File: config.mk
export PLATFORM = sky130hd
export DESIGN_NAME = magic_length_frame_deframer
export DESIGN_NICKNAME = d
export VERILOG_FILES = /design/src/rtl/core/mlfd_pkg.sv /design/src/rtl/core/magic_length_frame_deframer.sv /design/src/rtl/core/mlfd_parser.sv /design/src/rtl/core/mlfd_out_buf.sv
export SDC_FILE = /design/constraint.sdc
export NUM_CORES = 1
export LEC_CHECK = 0
export ABC_AREA = 1
export BUFFER_PORTS_ARGS = -buffer_cell sky130_fd_sc_hd__buf_2
export CORE_ASPECT_RATIO = 2
export CORE_MARGIN = 1.5
export CORE_UTILIZATION = 45
export DETAILED_ROUTE_END_ITERATION = 10
export PLACE_DENSITY = 0.67
export REMOVE_ABC_BUFFERS = 1
export SLEW_MARGIN = 20
export SYNTH_ARGS = -nofsm -noshare
export SYNTH_HDL_FRONTEND = slang
export SYNTH_SLANG_ARGS = --single-unit
File: constraint.sdc
create_clock -name clk -period 8.6 [get_ports clk]
set_input_delay 1.72 -clock clk [delete_from_list [all_inputs] [get_ports clk]]
set_output_delay 1.72 -clock clk [all_outputs]
set_load 0.05 [all_outputs]
File: src/rtl/core/mlfd_pkg.sv
// ----------------------------------------------------------------------------
// Magic/length deframer package
// Shared result type, byte tag codes and the fixed magic string.
// ----------------------------------------------------------------------------
package mlfd_pkg;

    // Width of the counter that walks the frame; a body can be as long as a
    // full 32-bit length plus an 8-bit tail.
    localparam int COUNT_W      = 33;
    localparam int LEN_W        = 32;
    localparam int TAIL_W       = 8;
    localparam int MAGIC_IDX_W  = 3;
    localparam int MAGIC_MAX    = 8;

    typedef enum logic [1:0] {
        KIND_HEADER   = 2'd0,
        KIND_BODY     = 2'd1,
        KIND_BADMAGIC = 2'd2,
        KIND_DROPPED  = 2'd3
    } mlfd_kind_t;

    typedef struct packed {
        logic [7:0]       data;
        mlfd_kind_t       kind;
        logic             last;
        logic [LEN_W-1:0] length;
    } mlfd_result_t;

    typedef struct packed {
        logic corrupt;
    } mlfd_status_t;

    // The eight magic characters, first byte at index zero.
    function automatic logic [7:0] magic_byte(input logic [MAGIC_IDX_W-1:0] idx);
        logic [7:0] b;
        case (idx)
            3'd0:    b = 8'h54;
            3'd1:    b = 8'h4D;
            3'd2:    b = 8'h32;
            3'd3:    b = 8'h30;
            3'd4:    b = 8'h31;
            3'd5:    b = 8'h31;
            3'd6:    b = 8'h43;
            3'd7:    b = 8'h31;
            default: b = 8'h00;
        endcase
        return b;
    endfunction

endpackage

File: src/rtl/core/magic_length_frame_deframer.sv
// ----------------------------------------------------------------------------
// Magic/length frame deframer
// Tags a byte stream as magic/length header, body or dropped bytes.
// ----------------------------------------------------------------------------
//
//  Channel   Direction  Handshake            Beat contents
//  -------   ---------  -------------------  ----------------------------------
//  in        sink       in_valid / in_stall  in_byte
//  out       source     out_valid/out_stall  out_byte, byte_kind,
//                                            last_of_frame, frame_length
//  cfg       sink       cfg_wr_en            cfg_wr_data (tail byte count)
//
//  Every input beat produces exactly one output beat. A beat is parsed in the
//  cycle it is accepted and its result is registered in the output buffer.
//  With the output never stalled the block takes one beat per clock; the
//  single parse stage and its 33-bit add and compare set that figure.
//  Reset puts the parser back to waiting for magic and sets the tail count to
//  twenty. The skid stage lets the input keep flowing for one beat after the
//  output stalls; in_stall rises only once both result slots hold data.
//
//  Frames open with the magic string, then a big-endian length field, then a
//  body of length plus tail bytes. A bad magic makes the block drop every
//  following beat until reset, tagging them as dropped.
// ----------------------------------------------------------------------------
module magic_length_frame_deframer #(
    parameter int MAGIC_BYTES  = 8,
    parameter int LENGTH_BYTES = 4
) (
    input  logic        clk,
    input  logic        rst_n,

    input  logic        in_valid,
    output logic        in_stall,
    input  logic [7:0]  in_byte,

    output logic        out_valid,
    input  logic        out_stall,
    output logic [7:0]  out_byte,
    output logic [1:0]  byte_kind,
    output logic        last_of_frame,
    output logic [31:0] frame_length,

    input  logic        cfg_wr_en,
    input  logic [7:0]  cfg_wr_data
);

    logic [mlfd_pkg::TAIL_W-1:0]  tail_reg;
    logic                         in_accept;
    mlfd_pkg::mlfd_result_t       parse_result;
    mlfd_pkg::mlfd_result_t       out_data;
    mlfd_pkg::mlfd_status_t       status;
    logic                         buf_full;

    // The tail count is a plain register; the user must write it only while idle, the block does not enforce this.
    always_ff @(posedge clk or negedge rst_n)
    begin
        if (!rst_n)
        begin
            tail_reg <= 8'd20;
        end
        else if (cfg_wr_en)
        begin
            tail_reg <= cfg_wr_data;
        end
    end

    assign in_stall  = buf_full;
    assign in_accept = in_valid & ~buf_full;

    // Frame state and byte tagging.
    mlfd_parser #(
        .MAGIC_BYTES  (MAGIC_BYTES),
        .LENGTH_BYTES (LENGTH_BYTES)
    ) u_parser (
        .clk        (clk),
        .rst_n      (rst_n),
        .accept     (in_accept),
        .in_byte    (in_byte),
        .tail_bytes (tail_reg),
        .result     (parse_result),
        .status     (status)
    );

    // Result register plus skid slot.
    mlfd_out_buf u_out_buf (
        .clk       (clk),
        .rst_n     (rst_n),
        .push      (in_accept),
        .push_data (parse_result),
        .full      (buf_full),
        .out_valid (out_valid),
        .out_stall (out_stall),
        .out_data  (out_data)
    );

    assign out_byte      = out_data.data;
    assign byte_kind     = out_data.kind;
    assign last_of_frame = out_data.last;
    assign frame_length  = out_data.length;

    // Once corrupt, the parser never leaves that phase before reset.
    assert property (@(posedge clk) disable iff (!rst_n)
        status.corrupt |=> status.corrupt)
        else $error("corrupt phase was left without reset");

    // The end-of-frame mark only ever rides on a body byte.
    assert property (@(posedge clk) disable iff (!rst_n)
        (out_valid && last_of_frame) |-> (byte_kind == mlfd_pkg::KIND_BODY))
        else $error("last_of_frame set on a non-body byte");

    // The skid slot fills only behind a valid result register.
    assert property (@(posedge clk) disable iff (!rst_n)
        in_stall |-> out_valid)
        else $error("input stalled with an empty result register");

    // A bad-magic tag leaves the parser in the corrupt phase.
    assert property (@(posedge clk) disable iff (!rst_n)
        (in_accept && parse_result.kind == mlfd_pkg::KIND_BADMAGIC) |=> status.corrupt)
        else $error("magic failure did not enter corrupt phase");

endmodule

File: src/rtl/core/mlfd_parser.sv
// ----------------------------------------------------------------------------
// Deframer parser
// Holds the frame state and tags each accepted byte in a single pass.
// ----------------------------------------------------------------------------
module mlfd_parser #(
    parameter int MAGIC_BYTES  = 8,
    parameter int LENGTH_BYTES = 4
) (
    input  logic                           clk,
    input  logic                           rst_n,
    input  logic                           accept,
    input  logic [7:0]                     in_byte,
    input  logic [mlfd_pkg::TAIL_W-1:0]    tail_bytes,
    output mlfd_pkg::mlfd_result_t         result,
    output mlfd_pkg::mlfd_status_t         status
);

    typedef enum logic [1:0] {
        PH_MAGIC   = 2'd0,
        PH_LENGTH  = 2'd1,
        PH_BODY    = 2'd2,
        PH_CORRUPT = 2'd3
    } phase_t;

    localparam logic [mlfd_pkg::COUNT_W-1:0] MAGIC_END  = mlfd_pkg::COUNT_W'(MAGIC_BYTES);
    localparam logic [mlfd_pkg::COUNT_W-1:0] LENGTH_END = mlfd_pkg::COUNT_W'(LENGTH_BYTES);

    phase_t                          phase_reg,  phase_next;
    logic [mlfd_pkg::COUNT_W-1:0]    count_reg,  count_next;
    logic                            match_reg,  match_next;
    logic [mlfd_pkg::LEN_W-1:0]      len_reg,    len_next;

    logic [mlfd_pkg::COUNT_W-1:0]    count_inc;
    logic [mlfd_pkg::LEN_W-1:0]      len_shift;
    logic [mlfd_pkg::LEN_W-1:0]      add_len;
    logic [mlfd_pkg::COUNT_W-1:0]    total;
    logic                            match_now;

    assign count_inc = count_reg + 1'b1;
    assign len_shift = {len_reg[mlfd_pkg::LEN_W-9:0], in_byte};
    // One adder serves both the end-of-header check and the body end.
    assign add_len   = (phase_reg == PH_LENGTH) ? len_shift : len_reg;
    assign total     = {1'b0, add_len}
                     + {{(mlfd_pkg::COUNT_W-mlfd_pkg::TAIL_W){1'b0}}, tail_bytes};
    assign match_now = match_reg
                     & (in_byte == mlfd_pkg::magic_byte(count_reg[mlfd_pkg::MAGIC_IDX_W-1:0]));

    always_comb
    begin
        phase_next  = phase_reg;
        count_next  = count_reg;
        match_next  = match_reg;
        len_next    = len_reg;
        result.data = in_byte;
        result.kind = mlfd_pkg::KIND_HEADER;
        result.last = 1'b0;

        case (phase_reg)
            PH_MAGIC:
            begin
                if (count_reg == '0)
                begin
                    len_next = '0;
                end
                match_next = match_now;
                if (count_inc >= MAGIC_END)
                begin
                    count_next = '0;
                    if (match_now)
                    begin
                        phase_next = PH_LENGTH;
                    end
                    else
                    begin
                        phase_next  = PH_CORRUPT;
                        result.kind = mlfd_pkg::KIND_BADMAGIC;
                    end
                end
                else
                begin
                    count_next = count_inc;
                end
            end
            PH_LENGTH:
            begin
                len_next = len_shift;
                if (count_inc >= LENGTH_END)
                begin
                    count_next = '0;
                    if (total == '0)
                    begin
                        phase_next = PH_MAGIC;
                        match_next = 1'b1;
                    end
                    else
                    begin
                        phase_next = PH_BODY;
                    end
                end
                else
                begin
                    count_next = count_inc;
                end
            end
            PH_BODY:
            begin
                result.kind = mlfd_pkg::KIND_BODY;
                if (count_inc >= total)
                begin
                    result.last = 1'b1;
                    phase_next  = PH_MAGIC;
                    count_next  = '0;
                    match_next  = 1'b1;
                end
                else
                begin
                    count_next = count_inc;
                end
            end
            default:
            begin
                result.kind = mlfd_pkg::KIND_DROPPED;
            end
        endcase

        result.length = len_next;
    end

    assign status.corrupt = (phase_reg == PH_CORRUPT);

    always_ff @(posedge clk or negedge rst_n)
    begin
        if (!rst_n)
        begin
            phase_reg <= PH_MAGIC;
            count_reg <= '0;
            match_reg <= 1'b1;
            len_reg   <= '0;
        end
        else if (accept)
        begin
            phase_reg <= phase_next;
            count_reg <= count_next;
            match_reg <= match_next;
            len_reg   <= len_next;
        end
    end

endmodule

File: src/rtl/core/mlfd_out_buf.sv
// ----------------------------------------------------------------------------
// Deframer result buffer
// Result register with a skid stage so input and output stalls stay apart.
// ----------------------------------------------------------------------------
module mlfd_out_buf (
    input  logic                    clk,
    input  logic                    rst_n,
    input  logic                    push,
    input  mlfd_pkg::mlfd_result_t  push_data,
    output logic                    full,
    output logic                    out_valid,
    input  logic                    out_stall,
    output mlfd_pkg::mlfd_result_t  out_data
);

    logic                    main_valid_reg;
    logic                    skid_valid_reg;
    mlfd_pkg::mlfd_result_t  main_reg;
    mlfd_pkg::mlfd_result_t  skid_reg;
    logic                    pop;

    assign pop       = main_valid_reg & ~out_stall;
    assign full      = skid_valid_reg;
    assign out_valid = main_valid_reg;
    assign out_data  = main_reg;

    always_ff @(posedge clk or negedge rst_n)
    begin
        if (!rst_n)
        begin
            main_valid_reg <= 1'b0;
            skid_valid_reg <= 1'b0;
        end
        else if (pop)
        begin
            if (skid_valid_reg)
            begin
                skid_valid_reg <= 1'b0;
            end
            else if (!push)
            begin
                main_valid_reg <= 1'b0;
            end
        end
        else if (push)
        begin
            if (main_valid_reg)
            begin
                skid_valid_reg <= 1'b1;
            end
            else
            begin
                main_valid_reg <= 1'b1;
            end
        end
    end

    always_ff @(posedge clk)
    begin
        if (pop)
        begin
            if (skid_valid_reg)
            begin
                main_reg <= skid_reg;
            end
            else if (push)
            begin
                main_reg <= push_data;
            end
        end
        else if (push)
        begin
            if (main_valid_reg)
            begin
                skid_reg <= push_data;
            end
            else
            begin
                main_reg <= push_data;
            end
        end
    end

endmodule

## Yosys cells after proc, flatten, opt, wreduce, memory -nomap -nowiden

Memories as Yosys holds them, arrays and structs flattened.
Cells that the tools add are included.

- Add/sub/neg operators: 2
- $lt $le $gt $ge: 3
- Eq/ne operators: 10
- Muxes and demuxes: 34
- Bitwise logic cells: 6
- Reduce and logical (&&, ||, !) cells: 14

Operators with widths:

| cell | number |
|---|---|
| two-way mux 43 bit | 5 |
| two-way mux 33 bit | 3 |
| one-hot mux 33 bit (3 select lines) | 1 |
| logical NOT 33 bit | 2 |
| two-way mux 32 bit | 2 |
| one-hot mux 32 bit (2 select lines) | 1 |
| adder 32 x 8 -> 33 bit | 1 |
| adder 33 x 1 -> 33 bit, second input constant | 1 |
| >= comparator 33 x 3 -> 1 bit, second input constant | 1 |
| >= comparator 33 bit | 1 |
| >= comparator 33 x 4 -> 1 bit, second input constant | 1 |
| two-way mux 2 bit | 7 |
| two-way mux 1 bit | 12 |
| one-hot mux 2 bit (3 select lines) | 2 |
| inequality test 2 bit, second input constant | 5 |
| AND reduction 5 bit | 2 |
| AND reduction 3 bit | 3 |
| equality test 8 bit | 1 |
| nonzero test 2 bit | 3 |
| inequality test 2 x 1 -> 1 bit, second input constant | 2 |
| AND reduction 2 bit | 2 |
| AND 1 bit | 3 |
| NOT 1 bit | 3 |
| one-hot mux 1 bit (3 select lines) | 1 |
| other kinds (4) | 4 |

- Register bits after elaboration: 164
- Memory bits (read-only): 56
- Logic and storage cells: 85
- Memories: 1

Memories:

| name | words | width | read ports | clocked after memory_dff | wr ports | line | source |
|---|---|---|---|---|---|---|---|
| (no name shown) | 8 | 7 | 1 | 0 | 0 | mlfd_pkg.sv:36 | `case (idx)` |

## Depth between registers and ports, before layout

- Depth after elaboration: 9
- Gate-level depth with buffers: 35
- Gate-level depth less buffers: 32

## Cells and area by module

From an unflattened synthesis, not the netlist that was laid out.

- Cells, all modules: 1490
- Area total of the unflattened synthesis: 11116.9 µm²

By module, submodules not included:

| module | times used | cells an instance | area an instance (µm²) | seq. area each (µm²) |
|---|---|---|---|---|
| mlfd_parser | 1 | 1203 | 7384.6 | 1702.9 |
| mlfd_out_buf | 1 | 251 | 3417.0 | 2632.5 |
| magic_length_frame_deframer | 1 | 36 | 315.3 | 202.7 |

## Least setup slack after synthesis

No wires, ideal clock.

- Path kind: input port to flip-flop
- Start point: input port in_byte[0]
- End point: register u_parser.count_reg[5] (netlist name)
- Setup time: 141 ps
- Arrival time: 4721 ps
- Data required time: 8459 ps
- Slack: 3739 ps
- Stages: 26
- Cell sequence: nand2_1 -> o21ai_0 -> ha_1 -> fa_1 -> nand2_1 -> nand2_1 -> nand3_1 -> nand2_1 -> nand2_1 -> nor2_2 -> nand2_1 -> xnor2_1 -> inv_1 -> ha_1 -> nand2_1 -> nor2_1 -> nand4_1 -> nor2_1 -> nand4_1 -> nand4_1 -> nor2_1 -> nor2_1 -> nand2_2 -> nand3_4 -> buf_6 -> o22ai_1

- Cells in the longest elaborated chain, start to end: 5

RTL lines:

| item | line | source |
|---|---|---|
| start: declaration | magic_length_frame_deframer.sv:34 | `input logic [7:0] in_byte,` |
| two-way mux 32 bit | mlfd_parser.sv:42 | `assign add_len = (phase_reg == PH_LENGTH) ? len_shift : len_reg;` |
| adder 32 x 8 -> 33 bit | mlfd_parser.sv:44 | `+ {{(mlfd_pkg::COUNT_W-mlfd_pkg::TAIL_W){1'b0}}, tail_bytes};` |
| >= comparator 33 bit | mlfd_parser.sv:108 | `if (count_inc >= total)` |
| two-way mux 33 bit | mlfd_parser.sv:108 |  |
| one-hot mux 33 bit (3 select lines) | mlfd_parser.sv:58 | `case (phase_reg)` |
| end signal: assignment | mlfd_parser.sv:143 | `count_reg <= count_next;` |
| end: declaration | mlfd_parser.sv:29 | `logic [mlfd_pkg::COUNT_W-1:0] count_reg, count_next;` |

No other way between the ends.
A chain may end at the register's enable or synchronous reset.

## Worst setup path after layout

- Start point: input port in_byte[1]
- End point: register u_parser.count_reg[9] (netlist name)

The elaborated chain is that of the path after synthesis.

==> metrics.csv <==
stage,metric,value,unit
outcome,status,completed,
detailed_routing,ant_nets,0,
logic_synthesis,async_flop_share,47.6,%
worst_hold_path,min_path_cells,2,
power_and_ir_drop,p_clk_share,20.2,%
layout,diodes,0,
power_and_ir_drop,power_frac_comb,48.2,%
grt,grt_overflow_total,0,
grt,grt_max_degree,65,
timing,tns,0,ns
logic_synthesis,synth_area_leaders,"edfxtp_1 25%, dfrtp_1 18%, nand2_1 15%",
layout,n_fill_cell,2234,
cts,cts_tree,yes,
placed_design,portBuffers,65,
timing,worst_slew_pin_slew,0.899,ns
power_and_ir_drop,power_frac_seq,31.6,%
critical_path,crit_path_end_kind,flip-flop,
worst_hold_path,min_path_type,reg2reg,
floorplan,die_w,111,µm
critical_path,worstPathArrival,5.98,ns
cts,ctsResizeCount,0,
grt,grt_antenna_before_repair,0,
power_and_ir_drop,p_sw_share,46.1,%
logic_synthesis,synth_seq_cells,164,
timing,finalCritPeriodShare,65.5,%
cts,clk_pin_slew,0.06,ns
grt,grt.total_usage,25.0,%
critical_path,critPathKind,in2reg,
critical_path,path_max_fanout,32,
detailed_routing,drt-initial-drc-count,439,
detailed_routing,viasPerCell,5.34,
critical_path,rrSetupSlack,3.15,ns
grt,grt_pass1_wl,46600,µm
cts,holdBufCountCts,0,
logic_synthesis,yosysMostFrequentCell,nand2_1,
logic_synthesis,synth_common_cells,"407 x nand2_1, 167 x inv_1, 133 x nor2_1",
floorplan,core_area,23100,µm²
logic_synthesis,yosys.cell_types.count,44,
cts,cts_buffer_depth,2,
grt,grt_pass1_vias,9078,
floorplan,num_rows,79,
cts,root_buffer,clkbuf_16,
logic_synthesis,synthFlopType,edfxtp_1,
placed_design,finalWeightedCongestion,1.00,
cts,numCtsBuffers,17,
detailed_routing,vias,8965,
critical_path,worst_ep_required_time,8.95,ns
floorplan,die-area,24400,µm²
timing,setup_slack,2.96,ns
placed_design,place_ws,2.57,ns
cts,clock_sinks,164,
cts,post_cts_buffers,0,
placed_design,dpl.hpwl,22900,µm
critical_path,reg2reg_depth,24,
floorplan,ios,66,
detailed_routing,detail_route.first_pass.iterations,8,
detailed_routing,wl_per_cell,17.4,µm
timing,skew,0.00858,ns
power_and_ir_drop,power_leakage,5.42,nW
critical_path,path_common_cell,nand2_1,
logic_synthesis,syn_inst,1321,
critical_path,slowest_stage,fa_1,
logic_synthesis,synth-seq-area-share,43.1,%
layout,layout-drive-gt1-share,14.3,%
cts,htree_levels,4,
power_and_ir_drop,power.internal,2.03,mW
detailed_routing,finalWirelength,29300,µm
floorplan,die_height,219,µm
timing,setup_viol,0,
logic_synthesis,yosys_warnings,0,
layout,syn2layout_area_growth,11.2,%
cts,clock_latency,0.45,ns
worst_hold_path,hp-start,u_parser.match_reg,
worst_hold_path,hold_end,u_parser.match_reg,
timing,slew_headroom,39.5,%
job,cap_violations,0,
critical_path,rr_startpoint,u_parser.phase_reg[1],
logic_synthesis,synth_edf_count,86,
timing,final_max_slew_viol_count,0,
logic_synthesis,syn_avg_cell_area,7.97,µm²
logic_synthesis,yosys.area.top_type,edfxtp_1,
timing,hold_viol,0,
timing,rsz0062_at_grt,false,
logic_synthesis,synth_top_cell_area_share,24.5,%
power_and_ir_drop,pwr_density_cell,322,nW/µm²
floorplan,initial_core_util,45.5,%
timing,period_needed,5.64,ns
timing,maxClockFrequency,177,MHz
critical_path,timing.rr.end,u_parser.count_reg[9],
layout,fin_nets,1455,
logic_synthesis,syn-cell-area,10500,µm²
critical_path,crit_path_max_incr_delay,0.55,ns
power_and_ir_drop,netSwitchingPower,1.74,mW
critical_path,cp-start-kind,input port,
power_and_ir_drop,vdd_ir_drop_max,0.000194,V
detailed_routing,route.detailed.drc,0,
## cells in the final DEF (no fill, tap or decap), drive strengths merged, types with 2 or more instances in the layout
master,instances
nand2,413
inv,172
nor2,149
o21ai,93
edfxtp,86
dfrtp,75
buf,73
nand3,60
ha,51
mux2,42
a21oi,33
o22ai,31
nand4,21
clkbuf,19
nand3b,15
xor2,15
xnor2,8
nor4,6
and2,5
clkinv,5
nor3,4
clkinvlp,3
dfstp,3
or2,2
o21a,2
nor3b,2
bufinv,2
## worst max-delay path, delay by kind of cell
kind | cells | cell delay (ns)
adders and majority gates | 2 | 0.85
and+or+nand+nor | 18 | 2.32
AOI/OAI and AO/OA | 4 | 0.86
buffers and inverters | 2 | 0.18
## metal layers
layer	up-vias	GRT usage (%)	wire [µm]
met3	101	3.07	704
met1	4217	24.5	10400
met5	-	0	0
met2	212	46.3	15600
met4	0	20.9	2560
li1	4435	-	-
## power by group through the flow
stage | Clock [mW] | Combinational, mW | Sequential, mW
6_report | 0.762 | 1.81 | 1.19
5_1_grt | 0.799 | 2.00 | 1.21
4_1_cts | 0.775 | 1.82 | 1.19
3_5_place_dp | 0 | 1.81 | 1.21
3_3_place_gp | 0 | 1.80 | 1.20
2_1_floorplan | 0 | 0.971 | 1.53
## through the flow
| stage | cell area (µm²) | util [%] | std cells | hold slack [ns] | power (mW) |
|---|---|---|---|---|---|
| global route | 11700 | 50.6 | 1678 | 0.515 | 4.01 |
| CTS | 11700 | 50.6 | 1678 | 0.484 | 3.79 |
| global placement | 11100 | 48.1 | 1646 | 0.458 | 3.00 |
| finish | 11700 | 50.6 | 1678 | 0.479 | 3.77 |
| detailed placement | 11100 | 48.1 | 1646 | 0.477 | 3.02 |
| floorplan | 10300 | - | 1290 | 0.442 | 2.50 |
## cell type report
class	instances	area (µm²)	share of cell area [%]
Clock buffer	19	433	3.70
Clock inverter	13	151	1.29
Inverter	169	634	5.42
Multi-Input combinational cell	957	5200	44.5
Sequential cell	164	4540	38.8
Tap cell	283	354	3.03
Timing Repair Buffer	73	388	3.31
## kinds of logic after synthesis
| kind of cell | Yosys count | share of synthesized area (%) |
|---|---|---|
| AND/OR/NAND/NOR | 677 | 27.5 |
| buffers and inverters | 200 | 7.72 |
| flip-flops | 164 | 43.1 |
| AO/OA/AOI/OAI | 163 | 8.95 |
| adder cells (fa/ha/maj) | 52 | 6.25 |
| multiplexers | 42 | 4.49 |
| XOR/XNOR | 23 | 1.99 |
## worst max path at each step
stage	slack, ns	end	startpoint
after floorplan	3.22	u_out_buf.out_data[0]	in_valid
after global placement	2.63	u_parser.count_reg[9]	in_byte[7]
after detailed placement	2.57	u_parser.count_reg[9]	in_byte[1]
after CTS	3.04	u_parser.count_reg[9]	in_byte[1]
after global routing	2.56	u_parser.count_reg[9]	in_byte[7]
final	2.96	u_parser.count_reg[9]	in_byte[1]
(Power assumes the default switching activity.)
